===== src/hdl/projectile_step_with_heading_unit_assert.svh =====
// Assertion macros for the projectile step unit.
// Used by the top level only; needs clk and rst_n in scope.
`ifndef PROJECTILE_STEP_WITH_HEADING_UNIT_ASSERT_SVH
`define PROJECTILE_STEP_WITH_HEADING_UNIT_ASSERT_SVH

// Same-cycle implication, disabled while in reset.
`define PSWH_ASSERT_NOW(lbl, ante, cons, msg) \
    lbl: assert property (@(posedge clk) disable iff (!rst_n) (ante) |-> (cons)) else $error(msg);

// Next-cycle implication, disabled while in reset.
`define PSWH_ASSERT_NEXT(lbl, ante, cons, msg) \
    lbl: assert property (@(posedge clk) disable iff (!rst_n) (ante) |=> (cons)) else $error(msg);

`endif


===== src/hdl/pswh_pkg.sv =====
// Shared types, constants and helper functions of the projectile step unit.
// No dependencies; imported by every module of the block.
`timescale 1ns / 1ps

package pswh_pkg;

    localparam int CORDIC_STEPS = 16;
    localparam int STEP_W       = 5;
    localparam int ANG_W        = 14;

    localparam logic [15:0] GRAVITY_RESET = 16'd2511;
    localparam logic        REG_GRAVITY   = 1'b0;

    typedef enum logic [2:0] {
        S_IDLE,
        S_MUL,
        S_ANGLE,
        S_CLIMB,
        S_OUT
    } state_t;

    typedef enum logic [1:0] {
        C_IDLE,
        C_NORM,
        C_ITER,
        C_DONE
    } cphase_t;

    // Arctangent of 2^-i in degrees, Q.16.
    function automatic logic [21:0] atan_deg(input logic [STEP_W-1:0] i);
        logic [21:0] r;
        case (i)
            5'd0:  r = 22'd2949120;
            5'd1:  r = 22'd1740967;
            5'd2:  r = 22'd919879;
            5'd3:  r = 22'd466945;
            5'd4:  r = 22'd234379;
            5'd5:  r = 22'd117304;
            5'd6:  r = 22'd58666;
            5'd7:  r = 22'd29335;
            5'd8:  r = 22'd14668;
            5'd9:  r = 22'd7334;
            5'd10: r = 22'd3667;
            5'd11: r = 22'd1833;
            5'd12: r = 22'd917;
            5'd13: r = 22'd458;
            5'd14: r = 22'd229;
            5'd15: r = 22'd115;
            5'd16: r = 22'd57;
            5'd17: r = 22'd29;
            5'd18: r = 22'd14;
            5'd19: r = 22'd7;
            5'd20: r = 22'd4;
            5'd21: r = 22'd2;
            5'd22: r = 22'd1;
            default: r = 22'd0;
        endcase
        return r;
    endfunction

    function automatic logic signed [31:0] sat_to32(input logic signed [33:0] v);
        logic signed [31:0] r;
        if (v[33:31] == 3'b000 || v[33:31] == 3'b111)
            r = v[31:0];
        else if (v[33])
            r = 32'sh8000_0000;
        else
            r = 32'sh7FFF_FFFF;
        return r;
    endfunction

    function automatic logic signed [23:0] sat_to24(input logic signed [25:0] v);
        logic signed [23:0] r;
        if (v[25:23] == 3'b000 || v[25:23] == 3'b111)
            r = v[23:0];
        else if (v[25])
            r = 24'sh80_0000;
        else
            r = 24'sh7F_FFFF;
        return r;
    endfunction

endpackage


===== src/hdl/projectile_step_with_heading_unit.sv =====
// Top level of the projectile step unit: register port, stream ports and sequencer.
// Depends on pswh_pkg, pswh_cordic, pswh_isqrt and the assertion macro header.
//
//  Channel  Direction  Transfer when            Contents
//  s_*      in         s_tvalid & s_tready      one launch or tick item
//  m_*      out        m_tvalid & m_tready      position, yaw and pitch
//  APB      in/out     psel&penable&pwrite      gravity register at byte 0
//
// A tick runs the shared multiplier through steps 0 to 8, a launch through steps 6
// to 8; then the square root (32 steps) and the heading CORDIC run side by side,
// and the climb CORDIC follows (normalisation, sixteen steps and a done state).
// Reset clears the state to zero and gravity to 2511. The unit takes a new item
// while a finished result still waits on the output; it waits only to load it.
`timescale 1ns / 1ps

module projectile_step_with_heading_unit
(
    input  logic         clk,
    input  logic         rst_n,
    // APB register port
    input  logic         psel,
    input  logic         penable,
    input  logic         pwrite,
    input  logic [2:0]   paddr,
    input  logic [31:0]  pwdata,
    output logic [31:0]  prdata,
    output logic         pready,
    // Input stream
    input  logic         s_tvalid,
    output logic         s_tready,
    input  logic [183:0] s_tdata,  // delta_t, start_x, start_y, start_z, launch_vx,
                                   // launch_vy, launch_vz (lowest bits first)
    input  logic         s_tuser,  // kind: 0 launch, 1 tick
    // Output stream
    output logic         m_tvalid,
    input  logic         m_tready,
    output logic [127:0] m_tdata   // pos_x, pos_y, pos_z, yaw_out, pitch_out
);
    import pswh_pkg::*;

    state_t state_reg, state_next;
    logic [3:0]  mstep_reg, mstep_next;
    logic [15:0] gravity_reg;
    logic        kind_reg;
    logic [15:0] dt_reg;

    logic signed [31:0] pos_reg  [3];
    logic signed [31:0] pos_next [3];
    logic signed [23:0] vel_reg  [3];
    logic signed [23:0] vel_next [3];

    logic signed [57:0] prod_reg;
    logic signed [32:0] mul_a;
    logic signed [24:0] mul_b;
    logic [31:0]        gdt_reg;
    logic signed [40:0] nvzdt_reg;
    logic signed [59:0] num_reg;
    logic [47:0]        sq_reg;

    logic [ANG_W-1:0] head_reg;
    logic             hdone_reg;
    logic             sdone_reg;
    logic [31:0]      h_reg;
    logic [16:0]      yaw_reg;
    logic [14:0]      pitch_reg;

    logic         out_valid_reg;
    logic [127:0] out_data_reg;

    logic [23:0] avx, avy, avz;
    logic        in_xfer, load_out;

    // Rounding and update arithmetic on the registered product.
    logic [32:0]        gdt_rnd;
    logic signed [25:0] vz_diff;
    logic signed [57:0] dxy_sum;
    logic signed [33:0] dxy;
    logic signed [59:0] dz_sum;
    logic signed [33:0] dz;
    logic signed [59:0] num_calc;
    logic [47:0]        sq_sum;

    logic               cor_start, cor_done;
    logic [31:0]        cor_ax, cor_ay;
    logic [ANG_W-1:0]   cor_angle;
    logic               sq_start, sq_done;
    logic [31:0]        sq_root;
    logic [16:0]        heading;
    logic [16:0]        head17;
    logic [14:0]        climb15;

    assign in_xfer  = s_tvalid && s_tready;
    assign s_tready = (state_reg == S_IDLE);
    assign load_out = (state_reg == S_OUT) && (!out_valid_reg || m_tready);

    // Magnitudes of the current velocity.
    assign avx = vel_reg[0][23] ? (~vel_reg[0] + 24'd1) : vel_reg[0];
    assign avy = vel_reg[1][23] ? (~vel_reg[1] + 24'd1) : vel_reg[1];
    assign avz = vel_reg[2][23] ? (~vel_reg[2] + 24'd1) : vel_reg[2];

    // ---------------------------------------------------------------
    // Register port. Only the gravity register exists.
    // ---------------------------------------------------------------
    assign pready = 1'b1;
    assign prdata = (paddr[2] == REG_GRAVITY) ? {16'd0, gravity_reg} : 32'd0;

    always_ff @(posedge clk or negedge rst_n)
    begin
        if (!rst_n)
            gravity_reg <= GRAVITY_RESET;
        else if (psel && penable && pwrite && pready && paddr[2] == REG_GRAVITY)
            gravity_reg <= pwdata[15:0];
    end

    // ---------------------------------------------------------------
    // Shared multiplier. Operands are chosen by the step counter; the
    // product is registered and used by the following step.
    //   0 g*dt   1 vx*dt   2 vy*dt   3 vz'*dt   4 gdt*dt   6 |vx|^2   7 |vy|^2
    // ---------------------------------------------------------------
    always_comb
    begin
        mul_a = '0;
        mul_b = $signed({9'd0, dt_reg});
        case (mstep_reg)
            4'd0: mul_a = $signed({17'd0, gravity_reg});
            4'd1: mul_a = 33'(vel_reg[0]);
            4'd2: mul_a = 33'(vel_reg[1]);
            4'd3: mul_a = 33'(vel_reg[2]);
            4'd4: mul_a = $signed({1'b0, gdt_reg});
            4'd6:
            begin
                mul_a = $signed({9'd0, avx});
                mul_b = $signed({1'b0, avx});
            end
            4'd7:
            begin
                mul_a = $signed({9'd0, avy});
                mul_b = $signed({1'b0, avy});
            end
            default: mul_a = '0;
        endcase
    end

    always_ff @(posedge clk)
    begin
        prod_reg <= mul_a * mul_b;
    end

    assign gdt_rnd  = {1'b0, prod_reg[31:0]} + 33'd32768;
    assign vz_diff  = 26'(vel_reg[2]) - $signed({9'd0, gdt_rnd[32:16]});
    assign dxy_sum  = prod_reg + 58'sd32768;
    assign dxy      = dxy_sum[49:16];
    // z numerator: vz'*dt*2^17 minus g*dt*dt.
    assign num_calc = (60'(nvzdt_reg) <<< 17) - 60'(prod_reg);
    assign dz_sum   = num_reg + 60'sh1_0000_0000;
    assign dz       = 34'($signed(dz_sum[59:33]));
    assign sq_sum   = sq_reg + prod_reg[47:0];

    // ---------------------------------------------------------------
    // Angle units. The heading CORDIC runs alongside the square root,
    // the climb angle then reuses the same CORDIC.
    // ---------------------------------------------------------------
    assign sq_start  = (state_reg == S_MUL) && (mstep_reg == 4'd8);
    assign cor_start = sq_start || ((state_reg == S_ANGLE) && hdone_reg && sdone_reg);
    assign cor_ax    = (state_reg == S_MUL) ? {8'd0, avx} : h_reg;
    assign cor_ay    = (state_reg == S_MUL) ? {8'd0, avy} : {avz, 8'd0};

    pswh_isqrt u_isqrt
    (
        .clk   (clk),
        .rst_n (rst_n),
        .start (sq_start),
        .n     ({sq_sum, 16'd0}),
        .done  (sq_done),
        .root  (sq_root)
    );

    pswh_cordic u_cordic
    (
        .clk   (clk),
        .rst_n (rst_n),
        .start (cor_start),
        .ax    (cor_ax),
        .ay    (cor_ay),
        .done  (cor_done),
        .angle (cor_angle)
    );

    // Quadrant correction of the heading, then yaw and pitch.
    assign head17 = {3'd0, head_reg};
    always_comb
    begin
        case ({vel_reg[0][23], vel_reg[1][23]})
            2'b00:   heading = head17;
            2'b10:   heading = 17'd23040 - head17;
            2'b11:   heading = 17'd23040 + head17;
            default: heading = 17'd46080 - head17;
        endcase
    end
    assign climb15 = {1'b0, cor_angle};

    // ---------------------------------------------------------------
    // Sequencer: next state.
    // ---------------------------------------------------------------
    always_comb
    begin
        state_next = state_reg;
        mstep_next = mstep_reg;
        unique case (state_reg)
            S_IDLE:
            begin
                if (in_xfer)
                begin
                    state_next = S_MUL;
                    mstep_next = s_tuser ? 4'd0 : 4'd6;
                end
            end
            S_MUL:
            begin
                mstep_next = mstep_reg + 4'd1;
                if (mstep_reg == 4'd8)
                    state_next = S_ANGLE;
            end
            S_ANGLE:
            begin
                if (hdone_reg && sdone_reg)
                    state_next = S_CLIMB;
            end
            S_CLIMB:
            begin
                if (cor_done)
                    state_next = S_OUT;
            end
            S_OUT:
            begin
                if (load_out)
                    state_next = S_IDLE;
            end
            default: state_next = S_IDLE;
        endcase
    end

    // ---------------------------------------------------------------
    // Sequencer: state updates per step.
    // ---------------------------------------------------------------
    always_comb
    begin
        for (int k = 0; k < 3; k++)
        begin
            pos_next[k] = pos_reg[k];
            vel_next[k] = vel_reg[k];
        end
        if (in_xfer && !s_tuser)
        begin
            pos_next[0] = s_tdata[47:16];
            pos_next[1] = s_tdata[79:48];
            pos_next[2] = s_tdata[111:80];
            vel_next[0] = s_tdata[135:112];
            vel_next[1] = s_tdata[159:136];
            vel_next[2] = s_tdata[183:160];
        end
        if (state_reg == S_MUL)
        begin
            case (mstep_reg)
                4'd1: vel_next[2] = sat_to24(vz_diff);
                4'd2: pos_next[0] = sat_to32(34'(pos_reg[0]) + dxy);
                4'd3: pos_next[1] = sat_to32(34'(pos_reg[1]) + dxy);
                4'd6:
                begin
                    if (kind_reg)
                        pos_next[2] = sat_to32(34'(pos_reg[2]) + dz);
                end
                default: pos_next[0] = pos_reg[0];
            endcase
        end
    end

    always_ff @(posedge clk or negedge rst_n)
    begin
        if (!rst_n)
        begin
            state_reg     <= S_IDLE;
            mstep_reg     <= 4'd0;
            hdone_reg     <= 1'b0;
            sdone_reg     <= 1'b0;
            out_valid_reg <= 1'b0;
            for (int k = 0; k < 3; k++)
            begin
                pos_reg[k] <= '0;
                vel_reg[k] <= '0;
            end
        end
        else
        begin
            state_reg <= state_next;
            mstep_reg <= mstep_next;
            for (int k = 0; k < 3; k++)
            begin
                pos_reg[k] <= pos_next[k];
                vel_reg[k] <= vel_next[k];
            end
            if (sq_start)
            begin
                hdone_reg <= 1'b0;
                sdone_reg <= 1'b0;
            end
            else if (state_reg == S_ANGLE)
            begin
                if (cor_done)
                    hdone_reg <= 1'b1;
                if (sq_done)
                    sdone_reg <= 1'b1;
            end
            if (load_out)
                out_valid_reg <= 1'b1;
            else if (m_tready)
                out_valid_reg <= 1'b0;
        end
    end

    // Payload registers.
    always_ff @(posedge clk)
    begin
        if (in_xfer)
        begin
            kind_reg <= s_tuser;
            dt_reg   <= s_tdata[15:0];
        end
        if (state_reg == S_MUL)
        begin
            case (mstep_reg)
                4'd1: gdt_reg   <= prod_reg[31:0];
                4'd4: nvzdt_reg <= prod_reg[40:0];
                4'd5: num_reg   <= num_calc;
                4'd7: sq_reg    <= prod_reg[47:0];
                default: gdt_reg <= gdt_reg;
            endcase
        end
        if (state_reg == S_ANGLE && cor_done)
            head_reg <= cor_angle;
        if (state_reg == S_ANGLE && sq_done)
            h_reg <= sq_root;
        if (state_reg == S_CLIMB && cor_done)
        begin
            yaw_reg   <= 17'd11520 - heading;
            // Pitch is the negated climb angle, whose sign follows vz.
            pitch_reg <= vel_reg[2][23] ? climb15 : (~climb15 + 15'd1);
        end
        if (load_out)
            out_data_reg <= {pitch_reg, yaw_reg, pos_reg[2], pos_reg[1], pos_reg[0]};
    end

    assign m_tvalid = out_valid_reg;
    assign m_tdata  = out_data_reg;

    // ---------------------------------------------------------------
    // Assertions
    // ---------------------------------------------------------------
`include "projectile_step_with_heading_unit_assert.svh"

    `PSWH_ASSERT_NEXT(a_busy_after_accept, s_tvalid && s_tready, !s_tready, "input taken while busy")
    `PSWH_ASSERT_NOW(a_yaw_range, m_tvalid, ($signed(m_tdata[112:96]) >= -17'sd34560) && ($signed(m_tdata[112:96]) <= 17'sd11520), "yaw out of range")
    `PSWH_ASSERT_NOW(a_pitch_range, m_tvalid, ($signed(m_tdata[127:113]) >= -15'sd11520) && ($signed(m_tdata[127:113]) <= 15'sd11520), "pitch out of range")

endmodule


===== src/hdl/pswh_isqrt.sv =====
// Bit-pair integer square root of a 64-bit value, one pair per cycle.
// Depends on pswh_pkg.
`timescale 1ns / 1ps

module pswh_isqrt
(
    input  logic        clk,
    input  logic        rst_n,
    input  logic        start,
    input  logic [63:0] n,
    output logic        done,
    output logic [31:0] root
);
    import pswh_pkg::*;

    logic        busy_reg, busy_next;
    logic        done_reg, done_next;
    logic [4:0]  k_reg, k_next;
    logic [63:0] n_reg, n_next;
    logic [63:0] r_reg, r_next;
    logic [63:0] bit_val;
    logic [63:0] trial;

    assign bit_val = 64'd1 << {k_reg, 1'b0};
    assign trial   = r_reg + bit_val;

    always_comb
    begin
        busy_next = busy_reg;
        done_next = 1'b0;
        k_next    = k_reg;
        n_next    = n_reg;
        r_next    = r_reg;
        if (start)
        begin
            busy_next = 1'b1;
            k_next    = 5'd31;
            n_next    = n;
            r_next    = 64'd0;
        end
        else if (busy_reg)
        begin
            if (n_reg >= trial)
            begin
                n_next = n_reg - trial;
                r_next = (r_reg >> 1) + bit_val;
            end
            else
            begin
                r_next = r_reg >> 1;
            end
            k_next = k_reg - 5'd1;
            if (k_reg == 5'd0)
            begin
                busy_next = 1'b0;
                done_next = 1'b1;
            end
        end
    end

    always_ff @(posedge clk or negedge rst_n)
    begin
        if (!rst_n)
        begin
            busy_reg <= 1'b0;
            done_reg <= 1'b0;
        end
        else
        begin
            busy_reg <= busy_next;
            done_reg <= done_next;
        end
    end

    always_ff @(posedge clk)
    begin
        k_reg <= k_next;
        n_reg <= n_next;
        r_reg <= r_next;
    end

    assign done = done_reg;
    assign root = r_reg[31:0];

endmodule


===== src/hdl/pswh_cordic.sv =====
// Vectoring CORDIC for first-quadrant arctangent in degrees Q.7.
// Normalises the vector by shifts of one or four bits, then runs one step per cycle. Depends on pswh_pkg.
`timescale 1ns / 1ps

module pswh_cordic
(
    input  logic                       clk,
    input  logic                       rst_n,
    input  logic                       start,
    input  logic [31:0]                ax,
    input  logic [31:0]                ay,
    output logic                       done,
    output logic [pswh_pkg::ANG_W-1:0] angle
);
    import pswh_pkg::*;

    cphase_t phase_reg, phase_next;
    logic signed [33:0] x_reg, x_next;
    logic signed [33:0] y_reg, y_next;
    logic signed [24:0] z_reg, z_next;
    logic [STEP_W-1:0]  i_reg, i_next;
    logic [31:0]        mag;
    logic signed [33:0] dx, dy;
    logic signed [24:0] step_ang;
    logic [22:0]        z_clamp;
    logic [23:0]        z_round;

    assign mag      = x_reg[31:0] | y_reg[31:0];
    assign dx       = y_reg >>> i_reg;
    assign dy       = x_reg >>> i_reg;
    assign step_ang = $signed({3'b000, atan_deg(i_reg)});

    always_comb
    begin
        phase_next = phase_reg;
        unique case (phase_reg)
            C_IDLE:
            begin
                if (start)
                    phase_next = ((ax | ay) == 32'd0) ? C_DONE : C_NORM;
            end
            C_NORM:
            begin
                if (mag[31:30] == 2'b00 && mag[29])
                    phase_next = C_ITER;
            end
            C_ITER:
            begin
                if (i_reg == STEP_W'(CORDIC_STEPS - 1))
                    phase_next = C_DONE;
            end
            C_DONE:  phase_next = C_IDLE;
            default: phase_next = C_IDLE;
        endcase
    end

    always_comb
    begin
        x_next = x_reg;
        y_next = y_reg;
        z_next = z_reg;
        i_next = i_reg;
        unique case (phase_reg)
            C_IDLE:
            begin
                if (start)
                begin
                    x_next = $signed({2'b00, ax});
                    y_next = $signed({2'b00, ay});
                    z_next = '0;
                    i_next = '0;
                end
            end
            C_NORM:
            begin
                // Bring the larger part into [2^29, 2^30).
                if (mag[31:30] != 2'b00)
                begin
                    x_next = x_reg >>> 1;
                    y_next = y_reg >>> 1;
                end
                else if (mag[29:25] == 5'd0)
                begin
                    x_next = x_reg <<< 4;
                    y_next = y_reg <<< 4;
                end
                else if (!mag[29])
                begin
                    x_next = x_reg <<< 1;
                    y_next = y_reg <<< 1;
                end
            end
            C_ITER:
            begin
                if (!y_reg[33])
                begin
                    x_next = x_reg + dx;
                    y_next = y_reg - dy;
                    z_next = z_reg + step_ang;
                end
                else
                begin
                    x_next = x_reg - dx;
                    y_next = y_reg + dy;
                    z_next = z_reg - step_ang;
                end
                i_next = i_reg + STEP_W'(1);
            end
            default:
            begin
                x_next = x_reg;
            end
        endcase
    end

    always_ff @(posedge clk or negedge rst_n)
    begin
        if (!rst_n)
            phase_reg <= C_IDLE;
        else
            phase_reg <= phase_next;
    end

    always_ff @(posedge clk)
    begin
        x_reg <= x_next;
        y_reg <= y_next;
        z_reg <= z_next;
        i_reg <= i_next;
    end

    // Clamp to a right angle and round to Q.7.
    always_comb
    begin
        if (z_reg[24])
            z_clamp = 23'd0;
        else if (z_reg > 25'sd5898240)
            z_clamp = 23'd5898240;
        else
            z_clamp = z_reg[22:0];
    end

    assign z_round = {1'b0, z_clamp} + 24'd256;
    assign angle   = z_round[22:9];
    assign done    = (phase_reg == C_DONE);

endmodule


===== config.mk =====
export PLATFORM = sky130hd
export DESIGN_NAME = projectile_step_with_heading_unit
export DESIGN_NICKNAME = d
export VERILOG_FILES = /design/src/hdl/pswh_pkg.sv /design/src/hdl/projectile_step_with_heading_unit.sv /design/src/hdl/pswh_isqrt.sv /design/src/hdl/pswh_cordic.sv
export VERILOG_INCLUDE_DIRS = /design/src /design/src/hdl
export SDC_FILE = /design/constraint.sdc
export NUM_CORES = 2
export LEC_CHECK = 0
export BUFFER_PORTS_ARGS = -buffer_cell sky130_fd_sc_hd__buf_4
export CAP_MARGIN = 30
export CORE_UTILIZATION = 65
export CTS_BUF_LIST = sky130_fd_sc_hd__clkbuf_8
export CTS_CLUSTER_SIZE = 14
export DETAILED_ROUTE_END_ITERATION = 10
export PLACE_DENSITY = 0.88
export SYNTH_ARGS = -nofsm -noshare
export SYNTH_HDL_FRONTEND = slang
export SYNTH_SLANG_ARGS = --single-unit

===== constraint.sdc =====
create_clock -name clk -period 19.1 [get_ports clk]
set_input_delay 1.91 -clock clk [delete_from_list [all_inputs] [get_ports clk]]
set_output_delay 1.91 -clock clk [all_outputs]
set_load 0.01 [all_outputs]

==> out/qor.yml <==
run_status:
  outcome: "complete, but fails checks"
  violations: "design-rule violations"
synthesis:
  synth_xor_area_share_pct: 6.66
  netlist_instances: 10600
  synthMuxAreaShare_pct: 3.65
  synth_seq_cells: 880
  synth_top_area_share_pct: 17.5
  synth.area.top_cells: "fa_1, edfxtp_1, ha_1, nand2_1, dfrtp_1"
  ys.warnings.count: 0
  synth_top_family_by_area: "adder cells"
  seq_area_frac_synth_pct: 25.4
  synthArstFlopShare_pct: 22.5
  synth.most_common_cell: "nand2_1"
  synth-main-ff-cell: "edfxtp_1"
  synth_top_area_cell: "fa_1"
  synth_compound_area_share_pct: 16.7
  yosys.area_share.simple_pct: 15.3
  synth_commonest_cells: "nand2_1, inv_1, nor2_1, fa_1, a21oi_1"
  synth_edf_count: 517
  synth_fa_ha_area_share_pct: 25.7
  syn_area_mm2: 0.0938
  avgSynthCellArea_um2: 8.87
  synthDistinctLibCells: 108
critical_path:
  r2r_setup_slack_ns: 7.41
  crit_path_end_kind: "register"
  crit_top_cell: "fa_1"
  r2r-start: "vel_reg[35]$_DFFE_PN0P_"
  cp.required_ns: 19.92
  worstPathArrival_ns: 12.51
  critical_path.max_fanout: 31
  crit_type: "reg -> reg"
  reg2reg_depth: 31
  cp-start-kind: "register"
  rr_endpoint: "prod_reg[54]$_DFF_P_"
  slowest_stage: "o31ai_1"
  cp_slowest_stage_delay_ns: 0.78
routing:
  drc_errors: 3
  antenna_left: 0
  firstDrtPassIters: 11
  vias_per_cell: 6.70
  wl_mm: 324
  drtIter0Drc: 12900
  routed-via-count: 85900
  wl_per_cell_um: 25.3
layout:
  seqCellArea_mm2: 0.0238
  largest_register_ffs: 128
  multi_input_area_mm2: 0.0642
  drive_gt1_share_pct: 9.09
  syn2layout_area_growth_pct: 8.71
  fin_cells: 12800
  fillCellCount: 10600
  num-nets-final: 12400
clocking:
  post_cts_buffers: 0
  ctsLongestPathBuffers: 3
  ctsHtreeMaxLevel: 4
  insertion_delay_ns: 0.96
  cts_sinks: 880
  ctsResizeCount: 0
  cts-root-buf: "clkbuf_8"
  cts_hold_buf: 0
  cts.reportedPaths.clkPinSlew_ns: 0.07
  cts_tree: "yes"
  cts_made_buffers: 156
sta:
  finalMaxSlewViolations: 0
  skew_ns: 0.0568
  hold-worst-slack_ns: 0.406
  rsz0062_at_grt: "false"
  setup_tns_ns: 0
  relSlewSlack_pct: 8.30
  timing.fmax_mhz: 85.6
  finalSetupViolCount: 0
  period_share_pct: 61.2
  finalCriticalPeriod_ns: 11.69
  tightest_slew_ns: 1.38
  hold_viol_final: 0
hold_path:
  hold-path-cell-count: 0
  min_to: "m_tdata[118]$_DFFE_PP_"
  hold_class: "reg -> reg"
  min_from: "pitch_reg[5]$_DFFE_PP_"
global_routing:
  antenna_found_initial: 14
  grt_max_degree: 154
  track_usage_pct: 43.6
  grt_pass1_wl_mm: 487
  grt_pass1_vias: 83500
  overflow: 0
placed_design:
  gp_congestion: 1.10
  dp_hpwl_mm: 249
  dp.cells: 12500
  portBuffers: 354
die:
  coreArea_mm2: 0.143
  fp.dieH_um: 382
  initial_core_util_pct: 65.4
  chipWidth_um: 382
  dieArea_mm2: 0.146
  fp-row-count: 139
  top_level_ports: 390
flow_run:
  cap_violations: 0
-- worst max-delay path by stage --
stage / start / endpoint / depth (start not counted)
after floorplan: vel_reg[27]$_DFFE_PN0P_ / prod_reg[54]$_DFF_P_ / 31
after global placement: vel_reg[35]$_DFFE_PN0P_ / prod_reg[54]$_DFF_P_ / 31
after detailed placement: vel_reg[35]$_DFFE_PN0P_ / prod_reg[54]$_DFF_P_ / 31
after CTS: vel_reg[35]$_DFFE_PN0P_ / prod_reg[54]$_DFF_P_ / 31
after global routing: vel_reg[33]$_DFFE_PN0P_ / prod_reg[54]$_DFF_P_ / 31
final: vel_reg[35]$_DFFE_PN0P_ / prod_reg[54]$_DFF_P_ / 31
-- critical path, delay by kind of cell, from the launching register on --
| family | cells | cell delay (ns) |
|---|---|---|
| XOR/XNOR | 1 | 0.13 |
| buffers and inverters | 5 | 0.99 |
| adder cells (fa/ha/maj) | 8 | 3.90 |
| flip-flops | 1 | 0.46 |
| AO/OA/AOI/OAI | 8 | 2.41 |
| AND/OR/NAND/NOR | 9 | 3.61 |
-- final cells by class --
type                       instances  share of cell area [%]
multi-input combinational       8130                    62.9
sequential                       880                    23.3
inverter                        1087                    4.00
timing repair buffer             524                    4.00
clock buffer                     187                    2.52
tap                             1903                    2.34
clock inverter                   106                   0.821
antenna                           10                  0.0245
-- logic make-up after synthesis --
group	Yosys count
AO/OA/AOI/OAI	2454
XOR/XNOR	712
adder cells (fa/ha/maj)	1437
buffers and inverters	1591
flip-flops	880
multiplexers	245
other	2
AND/OR/NAND/NOR	3248
-- cell usage in the layout, fill, tap and decap left out, types with 73 or more instances in the layout --
| cell | n |
|---|---|
| o21ai_0 | 454 |
| nand3_1 | 134 |
| dfxtp_1 | 165 |
| o21bai_1 | 78 |
| nor3_1 | 144 |
| ha_1 | 617 |
| xor2_1 | 291 |
| buf_4 | 507 |
| inv_1 | 1128 |
| a31oi_1 | 128 |
| a21oi_1 | 733 |
| nand2_1 | 1280 |
| and3_1 | 99 |
| xnor2_1 | 419 |
| edfxtp_1 | 517 |
| nor2b_1 | 89 |
| nand2b_1 | 82 |
| mux2i_1 | 129 |
| dfrtp_1 | 189 |
| fa_1 | 818 |
| nor2_1 | 1036 |
| clkbuf_8 | 187 |
| mux4_2 | 73 |
| a21o_1 | 241 |
| o22ai_1 | 144 |
| nand4_1 | 88 |
-- per-layer routing --
layer  global-route usage, %  up-vias  share of wire [%]
li1                        -    36900                  -
met1                    54.8    41200                 35
met2                    63.2     6339                 42
met3                    17.1     1485                 15
met4                    26.2       32                7.3
met5                    1.16        -               0.23
-- metrics by stage --
step	worst slack, ns	utilization, %	area (um2)
final	7.41	71.1	102000
after global routing	7.09	71.1	102000
after CTS	7.89	71.0	102000
after detailed placement	7.92	68.6	98400
after global placement	8.10	68.5	98200
after floorplan	9.62	-	93900
Power is left out: the tool's default activity adds up to more than one toggle a clock period on the data nets, which glitch-free logic cannot reach.
